### src/sv/sfd_pkg.sv
`timescale 1ns / 1ps
// ----------------------------------------------------------------------------
// sfd_pkg
// Shared constants and types for the serial bus frame decoder.
// ----------------------------------------------------------------------------
package sfd_pkg;

    localparam int FRAME_BYTES  = 25;
    localparam int NUM_CHANNELS = 16;
    localparam int CHAN_BITS    = 11;
    localparam int DATA_BYTES   = 22;
    localparam int CHAIN_BYTES  = 23;
    localparam int POS_W        = 5;
    localparam int CH_W         = 4;
    localparam int LOST_BIT     = 2;
    localparam int FAILSAFE_BIT = 3;

    typedef logic [7:0]           t_byte;
    typedef logic [CHAN_BITS-1:0] t_chan;
    typedef logic [CH_W-1:0]      t_ch_num;
    typedef logic [POS_W-1:0]     t_pos;

    localparam t_byte START_BYTE = 8'h0F;
    localparam t_byte END_BYTE   = 8'h00;

    localparam t_pos  LAST_POS   = t_pos'(FRAME_BYTES - 1);
    localparam t_ch_num LAST_CH  = t_ch_num'(NUM_CHANNELS - 1);

    typedef struct packed {
        logic load;
        logic shift;
    } t_cell_ctl;

endpackage

### src/sv/sfd_if.sv
`timescale 1ns / 1ps
// ----------------------------------------------------------------------------
// sfd_byte_if / sfd_chan_if
// Valid/ready channels for received bytes and decoded channel beats.
// ----------------------------------------------------------------------------
interface sfd_byte_if;
    logic           valid;
    logic           ready;
    sfd_pkg::t_byte data_byte;

    modport source (output valid, output data_byte, input ready);
    modport sink   (input valid, input data_byte, output ready);
endinterface

interface sfd_chan_if;
    logic             valid;
    logic             ready;
    sfd_pkg::t_ch_num channel_number;
    sfd_pkg::t_chan   channel_value;
    logic             lost_flag;
    logic             failsafe_flag;
    logic             last_channel;

    modport source (output valid, output channel_number, output channel_value,
                    output lost_flag, output failsafe_flag, output last_channel,
                    input ready);
    modport sink   (input valid, input channel_number, input channel_value,
                    input lost_flag, input failsafe_flag, input last_channel,
                    output ready);
endinterface

### src/sv/sfd_byte_cell.sv
`timescale 1ns / 1ps
// ----------------------------------------------------------------------------
// sfd_byte_cell
// One byte stage of the frame capture line; takes its neighbor's byte on shift.
// ----------------------------------------------------------------------------
module sfd_byte_cell (
    input  logic           i_clk,
    input  logic           i_shift,
    input  sfd_pkg::t_byte i_data,
    output sfd_pkg::t_byte o_data
);

    sfd_pkg::t_byte r_data;
    sfd_pkg::t_byte n_data;

    always_comb begin
        n_data = i_shift ? i_data : r_data;
    end

    always_ff @(posedge i_clk) begin
        r_data <= n_data;
    end

    assign o_data = r_data;

endmodule

### src/sv/sfd_chan_cell.sv
`timescale 1ns / 1ps
// ----------------------------------------------------------------------------
// sfd_chan_cell
// One channel stage of the output line; loads a decoded value or takes its
// neighbor's value when a beat leaves.
// ----------------------------------------------------------------------------
module sfd_chan_cell (
    input  logic               i_clk,
    input  sfd_pkg::t_cell_ctl i_ctl,
    input  sfd_pkg::t_chan     i_load_value,
    input  sfd_pkg::t_chan     i_next_value,
    output sfd_pkg::t_chan     o_value
);

    sfd_pkg::t_chan r_value;
    sfd_pkg::t_chan n_value;

    always_comb begin
        n_value = r_value;
        if (i_ctl.load) begin
            n_value = i_load_value;
        end else if (i_ctl.shift) begin
            n_value = i_next_value;
        end
    end

    always_ff @(posedge i_clk) begin
        r_value <= n_value;
    end

    assign o_value = r_value;

endmodule

### src/sv/sbus_frame_decoder.sv
`timescale 1ns / 1ps
// ----------------------------------------------------------------------------
// sbus_frame_decoder
// Hunts for the start byte, captures a 25-byte frame in a line of byte cells,
// checks the end byte and unpacks 16 channels of 11 bits into a line of
// channel cells that drains one beat per output handshake.
//
//  Channel  Dir  Beat                      Payload
//  i_byte   in   one received byte         data_byte[7:0]
//  o_chan   out  one decoded channel       channel_number, channel_value,
//                                          lost_flag, failsafe_flag,
//                                          last_channel
//
// One byte is taken per cycle while i_byte.ready holds; it drops only on a
// frame's end byte while earlier channels have not all left, rising again in
// the cycle that the last one leaves. A good frame's end byte loads all 16
// channels together, and they leave at one beat per cycle while o_chan.ready
// holds. Synchronous active-low reset returns to hunting with output empty.
// ----------------------------------------------------------------------------
module sbus_frame_decoder (
    input  logic       i_clk,
    input  logic       i_rst_n,
    sfd_byte_if.sink   i_byte,
    sfd_chan_if.source o_chan
);

    logic                r_collecting;
    logic                n_collecting;
    sfd_pkg::t_pos       r_pos;
    sfd_pkg::t_pos       n_pos;
    logic                r_out_valid;
    logic                n_out_valid;
    sfd_pkg::t_ch_num    r_ch;
    sfd_pkg::t_ch_num    n_ch;
    logic                r_lost;
    logic                n_lost;
    logic                r_failsafe;
    logic                n_failsafe;

    logic                end_byte;
    logic                in_fire;
    logic                out_fire;
    logic                drain_done;
    logic                load;
    logic                shift_in;

    sfd_pkg::t_byte      chain [sfd_pkg::CHAIN_BYTES];
    logic [sfd_pkg::DATA_BYTES*8-1:0] frame_bits;
    sfd_pkg::t_chan      chan_value [sfd_pkg::NUM_CHANNELS];
    sfd_pkg::t_cell_ctl  cell_ctl;

    assign end_byte   = r_collecting && (r_pos == sfd_pkg::LAST_POS);
    assign out_fire   = r_out_valid && o_chan.ready;
    assign drain_done = out_fire && (r_ch == sfd_pkg::LAST_CH);
    assign i_byte.ready = !end_byte || !r_out_valid || drain_done;
    assign in_fire    = i_byte.valid && i_byte.ready;
    assign shift_in   = in_fire && r_collecting && !end_byte;
    assign load       = in_fire && end_byte && (i_byte.data_byte == sfd_pkg::END_BYTE);

    assign cell_ctl.load  = load;
    assign cell_ctl.shift = out_fire;

    // capture line: newest byte enters cell 0
    for (genvar g = 0; g < sfd_pkg::CHAIN_BYTES; g++) begin : g_byte
        sfd_byte_cell u_cell (
            .i_clk   (i_clk),
            .i_shift (shift_in),
            .i_data  ((g == 0) ? i_byte.data_byte : chain[(g == 0) ? 0 : g-1]),
            .o_data  (chain[g])
        );
    end

    // frame byte k (1..22) sits in cell 23-k once byte 23 is in cell 0
    for (genvar k = 0; k < sfd_pkg::DATA_BYTES; k++) begin : g_bits
        assign frame_bits[8*k +: 8] = chain[sfd_pkg::CHAIN_BYTES - 1 - k];
    end

    // output line: cell 0 drives the beat, others move down on each beat
    for (genvar c = 0; c < sfd_pkg::NUM_CHANNELS; c++) begin : g_chan
        sfd_chan_cell u_cell (
            .i_clk        (i_clk),
            .i_ctl        (cell_ctl),
            .i_load_value (frame_bits[sfd_pkg::CHAN_BITS*c +: sfd_pkg::CHAN_BITS]),
            .i_next_value ((c == sfd_pkg::NUM_CHANNELS - 1) ? chan_value[c]
                           : chan_value[(c == sfd_pkg::NUM_CHANNELS - 1) ? c : c+1]),
            .o_value      (chan_value[c])
        );
    end

    always_comb begin
        n_collecting = r_collecting;
        n_pos        = r_pos;
        n_out_valid  = r_out_valid;
        n_ch         = r_ch;
        n_lost       = r_lost;
        n_failsafe   = r_failsafe;

        if (in_fire) begin
            if (!r_collecting) begin
                if (i_byte.data_byte == sfd_pkg::START_BYTE) begin
                    n_collecting = 1'b1;
                    n_pos        = sfd_pkg::t_pos'(1);
                end
            end else if (end_byte) begin
                n_collecting = 1'b0;
                n_pos        = '0;
            end else begin
                n_pos = r_pos + sfd_pkg::t_pos'(1);
            end
        end

        if (out_fire) begin
            n_ch = r_ch + sfd_pkg::t_ch_num'(1);
            if (drain_done) begin
                n_out_valid = 1'b0;
            end
        end

        if (load) begin
            n_out_valid = 1'b1;
            n_ch        = '0;
            n_lost      = chain[0][sfd_pkg::LOST_BIT];
            n_failsafe  = chain[0][sfd_pkg::FAILSAFE_BIT];
        end
    end

    always_ff @(posedge i_clk) begin
        if (!i_rst_n) begin
            r_collecting <= 1'b0;
            r_pos        <= '0;
            r_out_valid  <= 1'b0;
            r_ch         <= '0;
        end else begin
            r_collecting <= n_collecting;
            r_pos        <= n_pos;
            r_out_valid  <= n_out_valid;
            r_ch         <= n_ch;
        end
    end

    always_ff @(posedge i_clk) begin
        r_lost     <= n_lost;
        r_failsafe <= n_failsafe;
    end

    assign o_chan.valid          = r_out_valid;
    assign o_chan.channel_number = r_ch;
    assign o_chan.channel_value  = chan_value[0];
    assign o_chan.lost_flag      = r_lost;
    assign o_chan.failsafe_flag  = r_failsafe;
    assign o_chan.last_channel   = (r_ch == sfd_pkg::LAST_CH);

endmodule

### src/flat_wrapper.sv
// flat-port wrapper written by rule: the top's interface ports become plain ports
module sbus_frame_decoder_flat 
  (i_clk, i_rst_n, i_byte_valid, i_byte_data_byte, i_byte_ready, o_chan_valid, o_chan_channel_number, o_chan_channel_value, o_chan_lost_flag, o_chan_failsafe_flag, o_chan_last_channel, o_chan_ready);
  sfd_byte_if i_byte_i ();
  sfd_chan_if o_chan_i ();
  input  logic i_clk;
  input  logic i_rst_n;
  input wire logic [$bits(i_byte_i.valid)-1:0] i_byte_valid;
  input wire logic [$bits(i_byte_i.data_byte)-1:0] i_byte_data_byte;
  output wire logic [$bits(i_byte_i.ready)-1:0] i_byte_ready;
  output wire logic [$bits(o_chan_i.valid)-1:0] o_chan_valid;
  output wire logic [$bits(o_chan_i.channel_number)-1:0] o_chan_channel_number;
  output wire logic [$bits(o_chan_i.channel_value)-1:0] o_chan_channel_value;
  output wire logic [$bits(o_chan_i.lost_flag)-1:0] o_chan_lost_flag;
  output wire logic [$bits(o_chan_i.failsafe_flag)-1:0] o_chan_failsafe_flag;
  output wire logic [$bits(o_chan_i.last_channel)-1:0] o_chan_last_channel;
  input wire logic [$bits(o_chan_i.ready)-1:0] o_chan_ready;
  assign i_byte_i.valid = i_byte_valid;
  assign i_byte_i.data_byte = i_byte_data_byte;
  assign i_byte_ready = i_byte_i.ready;
  assign o_chan_valid = o_chan_i.valid;
  assign o_chan_channel_number = o_chan_i.channel_number;
  assign o_chan_channel_value = o_chan_i.channel_value;
  assign o_chan_lost_flag = o_chan_i.lost_flag;
  assign o_chan_failsafe_flag = o_chan_i.failsafe_flag;
  assign o_chan_last_channel = o_chan_i.last_channel;
  assign o_chan_i.ready = o_chan_ready;
  sbus_frame_decoder u_core (.i_clk(i_clk), .i_rst_n(i_rst_n), .i_byte(i_byte_i), .o_chan(o_chan_i));
endmodule
### config.mk
export PLATFORM = sky130hd
export DESIGN_NAME = sbus_frame_decoder_flat
export DESIGN_NICKNAME = d
export VERILOG_FILES = /design/src/sv/sfd_pkg.sv /design/src/sv/sfd_if.sv /design/src/sv/sfd_byte_cell.sv /design/src/sv/sfd_chan_cell.sv /design/src/sv/sbus_frame_decoder.sv /design/src/flat_wrapper.sv
export SDC_FILE = /design/constraint.sdc
export NUM_CORES = 1
export LEC_CHECK = 0
export ABC_AREA = 1
export BUFFER_PORTS_ARGS = -buffer_cell sky130_fd_sc_hd__buf_4
export CAP_MARGIN = 10
export CELL_PAD_IN_SITES_DETAIL_PLACEMENT = 0
export CELL_PAD_IN_SITES_GLOBAL_PLACEMENT = 2
export CORE_ASPECT_RATIO = 1.75
export CORE_MARGIN = 10
export CORE_UTILIZATION = 48
export CTS_CLUSTER_SIZE = 8
export DETAILED_ROUTE_END_ITERATION = 12
export GPL_ROUTABILITY_DRIVEN = 0
export MAX_ROUTING_LAYER = met4
export PLACE_DENSITY_LB_ADDON = 0.12
export SETUP_SLACK_MARGIN = 0.02
export SYNTH_ARGS = -nofsm -noshare
export SYNTH_HDL_FRONTEND = slang
export SYNTH_SLANG_ARGS = --single-unit
### constraint.sdc
create_clock -name i_clk -period 35.8 [get_ports i_clk]
set_clock_uncertainty 0.1 [all_clocks]
set_input_delay 3.58 -clock i_clk [delete_from_list [all_inputs] [get_ports i_clk]]
set_output_delay 3.58 -clock i_clk [all_outputs]
set_load 0.02 [all_outputs]
==> summary.txt <==
Drt
  – Drt pass-1 iters: 5
  – DR vias/cell: 4.87
  – Wire per inst: 16.8 um
  – Remaining antenna violation count after routing: 0
  – Via count: 7087
  – Total wire length: 24.5 mm
  – Post-route DRC violation count: 0
  – Initial DRC count: 483

Cells and area
  – Post-route cell area: 15600 sq um
  – Area growth syn-to-layout: 13.2%
  – Ratio of cells with drive above 1 in the final layout: 0.0910
  – Most frequent cells in the layout: nand2_1 (520), edfxtp_1 (362), clkbuf_16 (53)
  – Commonest non-fill, non-tap cell in the layout: nand2_1
  – Core Util, Final: 0.548
  – Cell Count, Final, Fillers Out: 1455
  – Nets: 1071
  – Ant diodes: 0

Global route
  – First-pass GRT wire length: 39.5 mm
  – Initial antenna violation count: 0
  – Largest net degree at the start of global routing: 185
  – Total GRT Usage: 0.141
  – Grt ovf: 0
  – Vias in the first global route: 7468

Die
  – FP Rows: 82
  – Die extent in y: 244 um
  – Top Ports: 32
  – Die Width: 148 um
  – Effective utilization at floorplan: 0.484
  – CORE AREA: 28500 sq um
  – Total die area: 36200 sq um

STA
  – Ratio of final minimum period to clock period: 0.224
  – Rel. slew slack: 0.223
  – Worst-Margin Slew: 1.16 ns
  – RSZ-0062 raised after global routing: no
  – Peak Freq: 125 MHz
  – Fin Hold WS: 0.326 ns
  – Count of final setup violators: 0
  – Post-route minimum period: 8.02 ns
  – Max-slew violation total from the final report: 0
  – Final Hold Viols: 0
  – Setup_tns: 0 ns

Run
  – Max-cap check violation count: 0

Critical path
  – RR Startpoint: u_core.r_pos[0]
  – Register-to-Register Path Depth: 10
  – CP arrival: 4.34 ns
  – Kind of start point of the critical path: primary input
  – Setup crit end kind: output port
  – Flop-to-flop setup slack: 31.57 ns
  – Crit path kind: primary input to output port
  – Worst R2R End: u_core.g_chan[5].u_cell.o_value[3]
  – Worst Path Required: 32.12 ns
  – Crit Path Max Fanout: 5

Place
  – Placed Cells: 1379
  – Area post-placement: 14200 sq um
  – PortBufs: 31
  – Hpwl dp: 13.2 mm

Outcome
  – Status: finished clean

Synth
  – Synth Area in Compound Gates: 0.00290
  – Syn avg cell area: 13.6 sq um
  – Seq/Total Area, Yosys: 0.803
  – Post-Synth Adder-Cell Area: 0.00272
  – Post-Synth XOR/XNOR Area: 0.00254
  – Post-Synthesis Cells: 1013
  – Mux contribution to synthesized area: 0.000815
  – Mapped Area: 13800 sq um
  – Yosys cell types: 21
  – Post-Syn Nets: 1028
  – Synth warn: 0
  – #FFs+latches synth: 373
  – Largest family of logic cells by synthesized area: simple AND/OR/NAND/NOR gates
  – Synth Area in Simple Gates: 0.155

Clock tree
  – CTS tree: done
  – Cell chosen for the clock root: clkbuf_16
  – CTS resizes: 0
  – Max H-tree Level: 2
  – CTS Hold Buffers Added: 0
  – CTS buffer count: 52
  – Setup repair bufs after CTS: 0
  – Bufs on Longest Clock Path: 3
  – Clock transition at path regs: 0.05 ns
  – CTS Sinks: 373
  – Worst-Skew Late Latency: 0.55 ns

Power
  – Pleak: 5.78 nW
  – Peak supply drop: 0.0368 mV
  – P per Cell Area: 57.8 nW/um^2

Hold path
  – Hold Path End: u_core.g_byte[1].u_cell.o_data[7]
  – Hold path depth: 0
  – Hold path startpoint: u_core.g_byte[0].u_cell.o_data[7]
  – Worst hold path class: register to register
-- sequential cells by signal, indices dropped and copies added, names as in the netlist --
register	flops
u_core.g_byte.u_cell.o_data	184
u_core.o_chan.failsafe_flag	1
u_core.r_collecting	1
u_core.o_chan.lost_flag	1
u_core.r_pos	5
u_core.g_chan.u_cell.o_value	176
u_core.o_chan.channel_number	4
u_core.o_chan.valid	1
-- routing by layer --
metal  wire length (um)  global-route usage  up-vias  share of wire
li1                   -                   -     3498              -
met1               9090               0.150     3451           0.37
met2              14000               0.254      100           0.57
met3                784              0.0274       38          0.032
met4                609              0.0532        0          0.025
met5                  0                   -        -              0
-- power by group --
part           total [mW]  leakage (nW)  internal [mW]  switching [mW]
logic             0.00211          1.76       0.000980         0.00112
clock network       0.428         0.682          0.265           0.162
registers           0.473          3.34          0.473       0.0000888
-- per-stage QoR --
| stage | setup WS (ns) | total power, mW |
|---|---|---|
| finish | 27.78 | 0.903 |
| global placement | 27.78 | 0.483 |
| global route | 27.71 | 0.933 |
| floorplan | 18.81 | 0.482 |
| detailed placement | 27.76 | 0.483 |
| CTS | 27.76 | 0.916 |
-- critical path, cell delays in order --
cell and delay, ns:
buf_4 0.12, nand2_1 0.20, nor2_1 0.08, nor2_1 0.09, nand2_1 0.10, buf_4 0.17
-- kinds of logic (layout without fill, tap and decap cells) --
kind of cell | after synthesis | in the layout
DFF | 373 | 373
xor gates and xnor gates | 4 | 4
adders and majority gates | 3 | 3
muxes | 1 | 1
and+or+nand+nor | 559 | 559
buffers and inverters | 65 | 129
AOI/OAI and AO/OA | 8 | 8
-- cells in the mapped netlist, drive strengths merged --
library cell / n / area [sq um]
inv: 17 / 63.8
mux2: 1 / 11.3
nand2: 521 / 1960
clkbuf: 4 / 15.0
nor3: 4 / 20.0
xor2: 3 / 26.3
o21ai: 1 / 5.00
nand4: 5 / 31.3
xnor2: 1 / 8.76
nor2: 15 / 58.8
dfxtp: 11 / 220
buf: 44 / 378
a21oi: 7 / 35.0
nand3: 13 / 65.1
edfxtp: 362 / 10900
ha: 3 / 37.5
nor3b: 1 / 7.51
-- area by class of cell --
type,count,area [sq um]
clock buffer,74,1410
sequential,373,11100
clock inverter,1,5.00
multi-input combinational,575,2280
inverter,17,68.8
timing repair buffer,37,307
tap,378,473
fill,2434,12900
-- worst max path at each step --
| stage | start | end | slack, ns | cells after the start |
|---|---|---|---|---|
| 6_report | o_chan_ready | i_byte_ready | 27.78 | 6 |
| 5_1_grt | o_chan_ready | i_byte_ready | 27.71 | 6 |
| 4_1_cts | o_chan_ready | i_byte_ready | 27.76 | 6 |
| 3_5_place_dp | o_chan_ready | i_byte_ready | 27.76 | 6 |
| 3_3_place_gp | o_chan_ready | i_byte_ready | 27.78 | 6 |
| 2_1_floorplan | i_byte_valid | u_core.g_byte[0].u_cell.o_data[0] | 18.81 | 2 |
No activity file was read; power rests on OpenSTA's default activity.
